[config.mk]
export PLATFORM = sky130hd
export DESIGN_NAME = sensor_packet_deframer
export DESIGN_NICKNAME = d
export VERILOG_FILES = /design/src/design/spd_pkg.sv /design/src/design/sensor_packet_deframer.sv
export SDC_FILE = /design/constraint.sdc
export NUM_CORES = 1
export LEC_CHECK = 0
export BUFFER_PORTS_ARGS = -buffer_cell sky130_fd_sc_hd__buf_2
export CAP_MARGIN = 15
export CELL_PAD_IN_SITES_DETAIL_PLACEMENT = 0
export CELL_PAD_IN_SITES_GLOBAL_PLACEMENT = 1
export CORE_MARGIN = 5
export CORE_UTILIZATION = 44
export DETAILED_ROUTE_END_ITERATION = 12
export HOLD_SLACK_MARGIN = 0.12
export PLACE_DENSITY = 0.8
export SETUP_SLACK_MARGIN = 0.15
export SLEW_MARGIN = 0
export SYNTH_ARGS = -nofsm -noshare
export SYNTH_HDL_FRONTEND = slang
export SYNTH_SLANG_ARGS = --single-unit
[constraint.sdc]
create_clock -name aclk -period 7.39 [get_ports aclk]
set_input_delay 0.3695 -clock aclk [delete_from_list [all_inputs] [get_ports aclk]]
set_output_delay 0.3695 -clock aclk [all_outputs]
set_load 0.01 [all_outputs]
[src/design/spd_pkg.sv]
`default_nettype none
// ----------------------------------------------------------------------------
// spd_pkg: shared types and constants of the sensor packet deframer
// Type byte codes, packet layouts, result kinds and the packet length table.
// ----------------------------------------------------------------------------
package spd_pkg;

    localparam logic [7:0] HDR_ACCEL      = 8'hA0;
    localparam logic [7:0] HDR_ACCEL_DROP = 8'hA8;
    localparam logic [7:0] HDR_EEG        = 8'hE0;
    localparam logic [7:0] HDR_EEG_DROP   = 8'hE8;
    localparam logic [7:0] HDR_DRL        = 8'h90;
    localparam logic [7:0] HDR_BAT        = 8'hB0;
    localparam logic [7:0] HDR_ERR        = 8'hD0;
    localparam logic [7:0] HDR_SYNC       = 8'hFF;

    // sync body after the type byte
    localparam logic [7:0] SYNC_BYTE1 = 8'hFF;
    localparam logic [7:0] SYNC_BYTE2 = 8'hAA;
    localparam logic [7:0] SYNC_BYTE3 = 8'h55;

    localparam int SAMPLE_W = 10;

    typedef enum logic [2:0] {
        LAY_ACC   = 3'd0,
        LAY_ACC_D = 3'd1,
        LAY_EEG   = 3'd2,
        LAY_EEG_D = 3'd3,
        LAY_DRL   = 3'd4,
        LAY_BAT   = 3'd5,
        LAY_ERR   = 3'd6,
        LAY_SYNC  = 3'd7
    } layout_t;

    typedef enum logic [2:0] {
        KIND_ACCEL   = 3'd0,
        KIND_EEG     = 3'd1,
        KIND_DRLREF  = 3'd2,
        KIND_BATTERY = 3'd3,
        KIND_ERROR   = 3'd4,
        KIND_SYNC    = 3'd5,
        KIND_BAD     = 3'd6
    } kind_t;

    typedef struct packed {
        logic [3:0]  byte_count;
        logic [31:0] error_word;
        logic [2:0]  num_channels;
        logic [15:0] chan3;
        logic [15:0] chan2;
        logic [15:0] chan1;
        logic [15:0] chan0;
        logic [15:0] dropped_count;
    } result_t;

    // total bytes of a packet, type byte included
    function automatic logic [3:0] total_len(input layout_t lay);
        case (lay)
            LAY_ACC:   total_len = 4'd5;
            LAY_ACC_D: total_len = 4'd7;
            LAY_EEG:   total_len = 4'd6;
            LAY_EEG_D: total_len = 4'd8;
            LAY_DRL:   total_len = 4'd4;
            LAY_BAT:   total_len = 4'd9;
            LAY_ERR:   total_len = 4'd5;
            default:   total_len = 4'd4;
        endcase
    endfunction

    function automatic logic [15:0] sample(input logic [63:0] s, input int sh);
        sample = {6'd0, s[sh +: SAMPLE_W]};
    endfunction

endpackage
`default_nettype wire

[src/design/sensor_packet_deframer.sv]
`default_nettype none
// A result appears on m_axis in the cycle after the last byte of its packet is accepted.
// Throughput: one byte per cycle; s_axis_tready stays high unless a result is held unread.
// Each packet or bad sequence gives one result, so results never outpace input bytes.
// Reset (aresetn low, synchronous): parser waits for a type byte, result register empty.
// ----------------------------------------------------------------------------
// sensor_packet_deframer
// Parses a byte stream of typed sensor packets into one decoded result each.
// ----------------------------------------------------------------------------
module sensor_packet_deframer
    import spd_pkg::*;
(
    input  wire logic         aclk,
    input  wire logic         aresetn,
    input  wire logic         s_axis_tvalid,
    output logic              s_axis_tready,
    input  wire logic [7:0]   s_axis_tdata,   // [7:0] byte_in
    output logic              m_axis_tvalid,
    input  wire logic         m_axis_tready,
    // [15:0] dropped_count, [31:16] chan0, [47:32] chan1, [63:48] chan2,
    // [79:64] chan3, [82:80] num_channels, [114:83] error_word,
    // [118:115] byte_count, [119] zero
    output logic [119:0]      m_axis_tdata,
    output logic [2:0]        m_axis_tuser    // [2:0] kind
);

    logic [3:0]  phase_reg, phase_next;
    layout_t     lay_reg, lay_next;
    logic [63:0] shift_reg, shift_next;
    logic        m_valid_reg;
    result_t     res_reg, res_next;
    kind_t       kind_reg, kind_next;
    logic        emit;
    logic        s_fire;
    logic [3:0]  phase_inc;
    logic [7:0]  sync_want;

    assign s_axis_tready = !m_valid_reg || m_axis_tready;
    assign s_fire        = s_axis_tvalid && s_axis_tready;
    assign phase_inc     = phase_reg + 4'd1;

    always_comb begin
        case (phase_reg)
            4'd1:    sync_want = SYNC_BYTE1;
            4'd2:    sync_want = SYNC_BYTE2;
            default: sync_want = SYNC_BYTE3;
        endcase
    end

    always_comb begin
        phase_next = phase_reg;
        lay_next   = lay_reg;
        shift_next = shift_reg;
        emit       = 1'b0;
        res_next   = '0;
        kind_next  = KIND_BAD;

        if (phase_reg == 4'd0) begin
            phase_next = 4'd1;
            shift_next = '0;
            case (s_axis_tdata)
                HDR_ACCEL:      lay_next = LAY_ACC;
                HDR_ACCEL_DROP: lay_next = LAY_ACC_D;
                HDR_EEG:        lay_next = LAY_EEG;
                HDR_EEG_DROP:   lay_next = LAY_EEG_D;
                HDR_DRL:        lay_next = LAY_DRL;
                HDR_BAT:        lay_next = LAY_BAT;
                HDR_ERR:        lay_next = LAY_ERR;
                HDR_SYNC:       lay_next = LAY_SYNC;
                default: begin
                    // unknown type: report bad, keep waiting for a type byte
                    phase_next          = 4'd0;
                    shift_next          = shift_reg;
                    emit                = 1'b1;
                    res_next.byte_count = 4'd1;
                end
            endcase
        end else if (lay_reg == LAY_SYNC && s_axis_tdata != sync_want) begin
            // broken sync: consume the byte and restart
            phase_next          = 4'd0;
            emit                = 1'b1;
            res_next.byte_count = phase_inc;
        end else begin
            if (lay_reg != LAY_SYNC) begin
                shift_next = {shift_reg[55:0], s_axis_tdata};
            end
            phase_next = phase_inc;
            if (phase_inc >= total_len(lay_reg)) begin
                phase_next          = 4'd0;
                emit                = 1'b1;
                res_next.byte_count = total_len(lay_reg);
                case (lay_reg)
                    LAY_ACC, LAY_ACC_D: begin
                        kind_next             = KIND_ACCEL;
                        res_next.dropped_count = (lay_reg == LAY_ACC_D)
                                               ? shift_next[47:32] : 16'd0;
                        res_next.chan0        = sample(shift_next, 22);
                        res_next.chan1        = sample(shift_next, 12);
                        res_next.chan2        = sample(shift_next, 2);
                        res_next.num_channels = 3'd3;
                    end
                    LAY_EEG, LAY_EEG_D: begin
                        kind_next             = KIND_EEG;
                        res_next.dropped_count = (lay_reg == LAY_EEG_D)
                                               ? shift_next[55:40] : 16'd0;
                        res_next.chan0        = sample(shift_next, 30);
                        res_next.chan1        = sample(shift_next, 20);
                        res_next.chan2        = sample(shift_next, 10);
                        res_next.chan3        = sample(shift_next, 0);
                        res_next.num_channels = 3'd4;
                    end
                    LAY_DRL: begin
                        kind_next             = KIND_DRLREF;
                        res_next.chan0        = sample(shift_next, 14);
                        res_next.chan1        = sample(shift_next, 4);
                        res_next.num_channels = 3'd2;
                    end
                    LAY_BAT: begin
                        kind_next             = KIND_BATTERY;
                        res_next.chan0        = shift_next[63:48];
                        res_next.chan1        = shift_next[47:32];
                        res_next.chan2        = shift_next[31:16];
                        res_next.chan3        = shift_next[15:0];
                        res_next.num_channels = 3'd4;
                    end
                    LAY_ERR: begin
                        kind_next           = KIND_ERROR;
                        res_next.error_word = shift_next[31:0];
                    end
                    default: begin
                        kind_next = KIND_SYNC;
                    end
                endcase
            end
        end
    end

    always_ff @(posedge aclk) begin
        if (!aresetn) begin
            phase_reg   <= 4'd0;
            lay_reg     <= LAY_ACC;
            shift_reg   <= '0;
            m_valid_reg <= 1'b0;
        end else begin
            if (s_fire) begin
                phase_reg <= phase_next;
                lay_reg   <= lay_next;
                shift_reg <= shift_next;
            end
            if (s_fire && emit) begin
                m_valid_reg <= 1'b1;
            end else if (m_axis_tready) begin
                m_valid_reg <= 1'b0;
            end
        end
    end

    // result payload: load on every emitting transaction
    always_ff @(posedge aclk) begin
        if (s_fire && emit) begin
            res_reg  <= res_next;
            kind_reg <= kind_next;
        end
    end

    assign m_axis_tvalid = m_valid_reg;
    assign m_axis_tdata  = {1'b0, res_reg};
    assign m_axis_tuser  = kind_reg;

    // parser never holds a count past the longest packet body
    a_phase_range: assert property (@(posedge aclk) disable iff (!aresetn)
        phase_reg <= 4'd8)
        else $error("phase count out of range");

    // sync sequence never advances past its third byte
    a_sync_phase: assert property (@(posedge aclk) disable iff (!aresetn)
        lay_reg == LAY_SYNC |-> phase_reg <= 4'd3)
        else $error("sync phase out of range");

    // an emitted result always returns the parser to the type byte
    a_emit_restart: assert property (@(posedge aclk) disable iff (!aresetn)
        s_fire && emit |=> phase_reg == 4'd0 && m_axis_tvalid)
        else $error("parser did not restart after a result");

    // a bad result carries only its byte count
    a_bad_fields: assert property (@(posedge aclk) disable iff (!aresetn)
        m_axis_tvalid && m_axis_tuser == KIND_BAD |->
            res_reg.num_channels == 3'd0 && res_reg.byte_count != 4'd0
            && res_reg.byte_count <= 4'd4)
        else $error("malformed bad result");

endmodule
`default_nettype wire

==> results of run 1 <==
==> critical path: stages, from the launching register on <==
cell       delay, ps
dfxtp_1          310
inv_1            710
nor2_1           140
xnor2_1          250
inv_1             80
ha_1             280
nand2b_1         100
a2111oi_0        130
o21a_1           240
o21ai_1          200
and3_4           870
buf_4            620
==> power groups by stage <==
| stage | registers, uW | clock network (uW) | logic [uW] |
|---|---|---|---|
| after floorplan | 1230 | 0 | 63.6 |
| final | 1180 | 979 | 151 |
| after detailed placement | 1200 | 0 | 154 |
| after global placement | 1200 | 0 | 150 |
| after global routing | 1180 | 1030 | 165 |
| after CTS | 1180 | 998 | 154 |
==> cell usage after synthesis (all sizes together), types with 3 or more instances <==
cell type,number
mux2,16
a22oi,16
a211oi,18
edfxtp,122
and3,6
o32ai,3
o21ai,6
mux2i,20
a31oi,5
dfxtp,64
a311oi,3
buf,22
nand4,3
or3,4
nor3b,3
xor2,3
clkbuf,39
nor3,7
nor2,82
nand2,72
and2,23
o31ai,3
ha,8
a21oi,47
nor2b,5
nand3,7
a22o,56
nand2b,5
o21a,4
inv,10
a221oi,4
==> per-layer routing <==
layer | routed length, um | global-route usage [%] | vias to the layer above
met1 | 8909 | 25.57 | 2980
met2 | 10750 | 34.27 | 228
met4 | 476 | 6.303 | 0
met5 | 0 | 0 | -
met3 | 1148 | 3.998 | 36
li1 | - | - | 2833
==> worst min path at each step <==
stage                        startpoint       endpoint  slack (ps)  cells past startpoint
final                     s_axis_tvalid  m_axis_tvalid         180                      2
after floorplan           shift_reg[53]  shift_reg[53]         430                      1
after CTS                 s_axis_tvalid  m_axis_tvalid         160                      2
after global routing      s_axis_tvalid  m_axis_tvalid         190                      2
after global placement    shift_reg[50]  shift_reg[50]         450                      1
after detailed placement  shift_reg[54]  shift_reg[54]         450                      1
==> per-stage QoR <==
step | hold slack, ps | util, %
2_1_floorplan | 434.0 | -
3_3_place_gp | 449.5 | 49.32
3_5_place_dp | 450.4 | 49.32
4_1_cts | 164.5 | 52.83
5_1_grt | 189.7 | 52.87
6_report | 179.0 | 52.87
==> layout make-up <==
cell class / instances / area (sq um) / area share (%)
clock inverter: 14 / 207.7 / 2.165
clock buffer: 18 / 429.2 / 4.473
tap: 229 / 286.5 / 2.986
timing repair buffer: 147 / 765.7 / 7.981
inverter: 11 / 41.29 / 0.4304
sequential: 186 / 4946 / 51.55
multi-input combinational: 454 / 2918 / 30.41
==> cell families (layout without fill, tap and decap cells) <==
logic type | Yosys count | count (layout) | share of synthesized area, %
other | 1 | 1 | 0.04581
flip-flops | 186 | 186 | 60.41
buffers and inverters | 72 | 190 | 4.066
AND/OR/NAND/NOR | 226 | 226 | 12.89
XOR/XNOR | 4 | 4 | 0.4281
multiplexers | 36 | 36 | 4.647
adder cells (fa/ha/maj) | 8 | 8 | 1.223
AO/OA/AOI/OAI | 179 | 179 | 16.29
==> key figures, run 1 <==
Clock tree
  • CTS tree: built
  • Setup bufs post-CTS: 0
  • H-tree depth: 4
  • Hold Buf Count CTS: 0
  • TritonCTS buffer count: 17
  • CTS clock-pin slew for the worst setup and hold paths: 70 ps
  • Clk_lat worst skew: 430 ps
  • Clk buf depth: 2
  • CTS sink count: 186
  • Clk root buf: clkbuf_16
  • Number of gates resized after cts: 0

Floorplan
  • Num ports: 137
  • FP Rows: 49
  • Core area: 18150 sq um
  • Starting density of the core: 45.10%
  • Die Span Y: 146.4 um
  • Die width: 146.4 um
  • Die area: 21430 sq um

Drt
  • DR DRC count: 0
  • Vias per cell: 5.738
  • First-pass DRT Iterations: 8
  • DR WL/cell: 20.10 um
  • Routed Wire Length: 21290 um
  • ANT nets after route: 0
  • Via count: 6077
  • 1st-iter DRT viols: 564

Pwr
  • Cell Pwr Density: 240.6 nW/um^2
  • Pwr Total: 2308 uW
  • Switching Share: 22.68%
  • Flop pwr share: 51.1%
  • Clk pwr share: 42.4%
  • Pint: 1785 uW
  • Peak supply drop: 0.0001561 V
  • Sw Pwr: 523.5 uW
  • Combinational share of power: 6.5%
  • Leakage power: 0.003514 uW

Timing
  • Minimum clock period after layout: 4425 ps
  • RSZ-0062 raised after global routing: false
  • Fmax: 226.0 MHz
  • Period utilization: 59.88%
  • Final Hold Viols: 0
  • Slack of the critical path: 2965 ps
  • Final setup viols: 0
  • TNS Setup: 0 ps
  • Setup Skew: 9.471 ps
  • Max-slew violations: 0
  • Relative slew slack: 32.67%
  • Worst slew pin tran: 1010 ps

Setup path
  • Reg2reg path depth: 11
  • Critical Path Source Type: flip-flop
  • R2r setup slk: 2970 ps
  • CP arrival: 4490 ps
  • Crit path kind: reg2reg
  • Worst Path Max Fanout: 76
  • Critical path endpoint: m_axis_tdata[69]
  • Reg-to-reg endpoint: m_axis_tdata[69]
  • RR Startpoint: lay_reg[2]
  • Worst Path Required: 7460 ps
  • CP endpoint kind: flip-flop
  • Crit. Startpoint: lay_reg[2]

Yosys
  • Sequential-to-total area share from yosys stat: 60.41%
  • Ys flop type: edfxtp_1
  • Post-synth ARST share: 0%
  • Syn_area_per_cell: 11.50 sq um
  • Synthesized area: 8185 sq um
  • Syn nets: 732
  • Leading post-synthesis cells by cell area: edfxtp_1 45%, dfxtp_1 16%, a22o_1 6.0%, nor2_1 3.7%, nand2_1 3.3%
  • Post-synth EDFFs: 122
  • Synth Instances: 712
  • Yosys top cell area share: 44.76%
  • Area leader, netlist: edfxtp_1
  • Syn. warnings: 0
  • Synth cell types: 61
  • #FFs+latches synth: 186

Placed design
  • Placed cell count: 1026
  • HPWL after detailed placement: 14230 um
  • Placed cell areas: 8950 sq um
  • I/O Buffers: 135
  • Gp weighted congestion: 0.8284
  • DP Worst Slack: 3053 ps

Cells and area
  • Most frequent cells in the layout: 135 x buf_2, 122 x edfxtp_1, 81 x nor2_1
  • Non-filler instance count after layout: 1059
  • Final net count: 837
  • Finished Cell Area: 9594 sq um
  • Share of cells above drive strength 1: 25.06%
  • Inserted Diodes: 0
  • Max reg flops: 119
  • Fillers: 1601
  • Syn-to-layout area delta: 17.21%
  • Commonest non-fill, non-tap cell in the layout: buf_2

Global routing
  • Initial antenna violation count: 0
  • Overflow after GRT: 0
  • Vias in the first global route: 6037
  • First-pass GRT wire length: 33760 um
  • Largest net degree at the start of global routing: 77
  • All-Layer GR Usage: 19.98%

Min path
  • Worst hold path class: in2reg

Run
  • MaxCap Viol Count: 0

Status
  • Status: completed
Power figures use the tool's default switching activity.
==> run 2, diff against run 1 <==
Settings changed: ABC_AREA set to 1, CORE_UTILIZATION 44 to 39, PLACE_DENSITY 0.8 to 0.78.
Clock period 7.39 ns to 3.92 ns, I/O delays scaled along.
==> key figures, run 2 <==
Setup path
  • Crit path kind: reg2reg
  • Critical Path Source Type: flip-flop
  • CP endpoint kind: flip-flop
  • Slowest-stage cell, CP: nor2_1
  • Reg-to-reg endpoint: m_axis_tdata[46]
  • Worst Path Required: 4090 ps (-3370 ps)
  • RR Startpoint: lay_reg[2]
  • Critical Path Max Stage Delay: 770 ps (-100 ps)
  • CP Cell Sequence: nor2_1 > inv_1 > o21ai_1 > ha_1 > nand4_1 > nand3_4 > nand3_4 > clkinv_2 > nand2_2 > nor2_1
  • CP arrival: 3390 ps (-1100 ps)
  • Reg2reg path depth: 10 (-1)
  • R2r setup slk: 700 ps (-2260 ps)
  • Worst Path Max Fanout: 24 (-68%)

Floorplan
  • Die area: 27360 sq um (+28%)
  • FP Rows: 56 (+14%)
  • Starting density of the core: 39.90% (-5.2 points)
  • Die width: 165.4 um (+13%)
  • Num ports: 137 (unchanged)
  • Die Span Y: 165.4 um (+13%)
  • Core area: 23610 sq um (+30%)

Yosys
  • Synth Instances: 1133 (+59%)
  • #FFs+latches synth: 188 (+1.1%)
  • Synthesized area: 9420 sq um (+15%)
  • Synth cell count leaders: 239 x nand2_1, 217 x nor2_1, 122 x edfxtp_1
  • Yosys top cell area share: 38.89% (-5.9 points)
  • Post-synth EDFFs: 122 (unchanged)
  • Leading post-synthesis cells by cell area: edfxtp_1 39%, dfxtp_1 14%, nand2_1 9.5%, nor2_1 8.6%, nand4_1 4.1%
  • Most common cell in the synthesized netlist: nand2_1
  • Ys flop type: edfxtp_1
  • Syn nets: 1153 (+58%)
  • Area leader, netlist: edfxtp_1
  • Sequential-to-total area share from yosys stat: 52.92% (-7.5 points)
  • Syn_area_per_cell: 8.314 sq um (-28%)
  • Syn. warnings: 0 (unchanged)
  • Synth cell types: 39 (-36%)
  • Post-synth ARST share: 0% (unchanged)

Placed design
  • Placed cell areas: 10450 sq um (+17%)
  • Gp weighted congestion: 0.8540 (+3.1%)
  • I/O Buffers: 135 (unchanged)
  • Placed cell count: 1536 (+50%)
  • HPWL after detailed placement: 18800 um (+32%)

Timing
  • Fmax: 310.9 MHz (+38%)
  • Final Hold Viols: 0 (unchanged)
  • Max-slew violations: 0 (unchanged)
  • TNS Setup: 0 ps (unchanged)
  • Period utilization: 82.04% (+22 points)
  • Final setup viols: 0 (unchanged)
  • Minimum clock period after layout: 3216 ps (-1209 ps)
  • Worst slew pin tran: 935.8 ps (-74.05 ps)
  • Setup Skew: 9.381 ps (-0.09040 ps)
  • Relative slew slack: 36.95% (+4.3 points)
  • RSZ-0062 raised after global routing: false

Cells and area
  • Finished Cell Area: 11060 sq um (+15%)
  • Final net count: 1257 (+50%)
  • Syn-to-layout area delta: 17.37%
  • Commonest non-fill, non-tap cell in the layout: nand2_1
  • Max reg flops: 119 (unchanged)
  • Share of cells above drive strength 1: 22.64% (-2.4 points)
  • Non-filler instance count after layout: 1569 (+48%)
  • Most frequent cells in the layout: 236 x nand2_1, 212 x nor2_1, 135 x buf_2
  • Inserted Diodes: 0 (unchanged)

Global routing
  • Largest net degree at the start of global routing: 64 (-17%)
  • Overflow after GRT: 0 (unchanged)
  • All-Layer GR Usage: 20.98% (+1.0 points)
  • Vias in the first global route: 7518 (+25%)
  • First-pass GRT wire length: 43960 um (+30%)
  • Initial antenna violation count: 0 (unchanged)

Min path
  • Worst hold path class: in2reg
  • Hold_sp: s_axis_tvalid
  • Hold EP: phase_reg[1]
  • Worst hold path cell count: 4 (+2)

Drt
  • 1st-iter DRT viols: 823 (+46%)
  • Wl on met1: 12800 um (+44%)
  • ANT nets after route: 0 (unchanged)
  • Via count: 8194 (+35%)
  • Wire length on met3: 2368 um (+110%)
  • DR WL/cell: 18.05 um (-10%)
  • Metal2 WL: 12640 um (+18%)
  • Routed Wire Length: 28320 um (+33%)
  • Max Used Layer: met4
  • First-pass DRT Iterations: 7 (-1)
  • DR DRC count: 0 (unchanged)
  • Vias per cell: 5.222 (-9.0%)

Clock tree
  • Clk buf depth: 2 (unchanged)
  • TritonCTS buffer count: 17 (unchanged)
  • CTS clock-pin slew for the worst setup and hold paths: 80 ps (about the same)
  • Setup bufs post-CTS: 0 (unchanged)
  • Clk_lat worst skew: 450 ps (+20 ps)
  • Clk root buf: clkbuf_16
  • CTS sink count: 188 (+1.1%)
  • CTS tree: built
  • H-tree depth: 4 (unchanged)

Pwr
  • Peak supply drop: 0.0002870 V (+84%)
  • Cell Pwr Density: 416.4 nW/um^2 (+73%)
  • Leakage power: 0.004277 uW (+22%)

Status
  • Status: completed

Run
  • MaxCap Viol Count: 0 (unchanged)
[run 2: cell types whose count changed after synthesis, sizes merged, moves of 20 or more]
cell,change
a22o,-56
and2,-23
inv,+82
mux2i,-20
nand2,+173
nand4,+59
nor2,+165
o21ai,+55
o22ai,+32
[run 2: cell families (layout without fill, tap and decap cells)]
logic type / after synthesis / after routing / synth area share (%)
flip-flops: 188 / 188 / 52.92
XOR/XNOR: 2 / 2 / 0.1860
AO/OA/AOI/OAI: 160 / 160 / 10.04
buffers and inverters: 170 / 287 / 7.850
adder cells (fa/ha/maj): 8 / 8 / 1.063
other: 1 / 1 / 0.03981
AND/OR/NAND/NOR: 604 / 604 / 27.91
[run 2: worst max-delay path by stage]
stage                     from          endpoint  slack [ps]  depth (start not counted)
floorplan           lay_reg[0]   m_axis_tdata[0]         110                         14
global placement    lay_reg[2]  m_axis_tdata[58]         860                         10
detailed placement  lay_reg[2]  m_axis_tdata[28]         730                         10
CTS                 lay_reg[2]  m_axis_tdata[46]         710                         10
global route        lay_reg[2]  m_axis_tdata[78]         440                         10
finish              lay_reg[2]  m_axis_tdata[46]         700                         10
[run 2: cell type report]
class,count,area [sq um]
fill,2342,12560
clock inverter,15,167.7
inverter,95,369.1
clock buffer,17,425.4
tap,319,399.1
timing repair buffer,160,890.9
multi-input combinational,775,3810
sequential,188,4995
[run 2: stage by stage]
step / power (uW) / hold slack, ps / util [%] / worst slack (ps)
global route: 4786 / 212.4 / 46.83 / 441.6
CTS: 4633 / 124.5 / 46.83 / 709.9
detailed placement: 2912 / 472.0 / 44.27 / 733.4
floorplan: 2688 / 439.2 / - / 112.6
finish: 4604 / 139.3 / 46.83 / 704.0
global placement: 2911 / 462.6 / 44.27 / 856.2
[run 2: timing repair]
action | in CTS | in global routing
endpoints found under the setup margin | 0 | 0
resized for setup | 0 | 0
hold buffers | 1 | 0
hold endpoints to repair | 1 | 0
[run 2: critical path, delay by kind of cell, from the launching register on]
family	cells	cell delay (ps)
and+or+nand+nor	6	1750
AOI/OAI and AO/OA	1	170
adders and majority gates	1	260
buffers and inverters	2	300
DFF	1	440
[run 2: layer usage]
layer / up-vias / GRT usage, %
met5: - / 0
met4: 0 / 6.149
met3: 35 / 4.145
met2: 346 / 31.38
met1: 3841 / 30.90
li1: 3972 / -
[run 2: where the power goes]
part	switching, uW	internal [uW]	leakage, uW
sequential	55.0	2240	0.00175
clock	873	861	0.000288
combinational	402	177	0.00224
total	1330	3270	0.00428
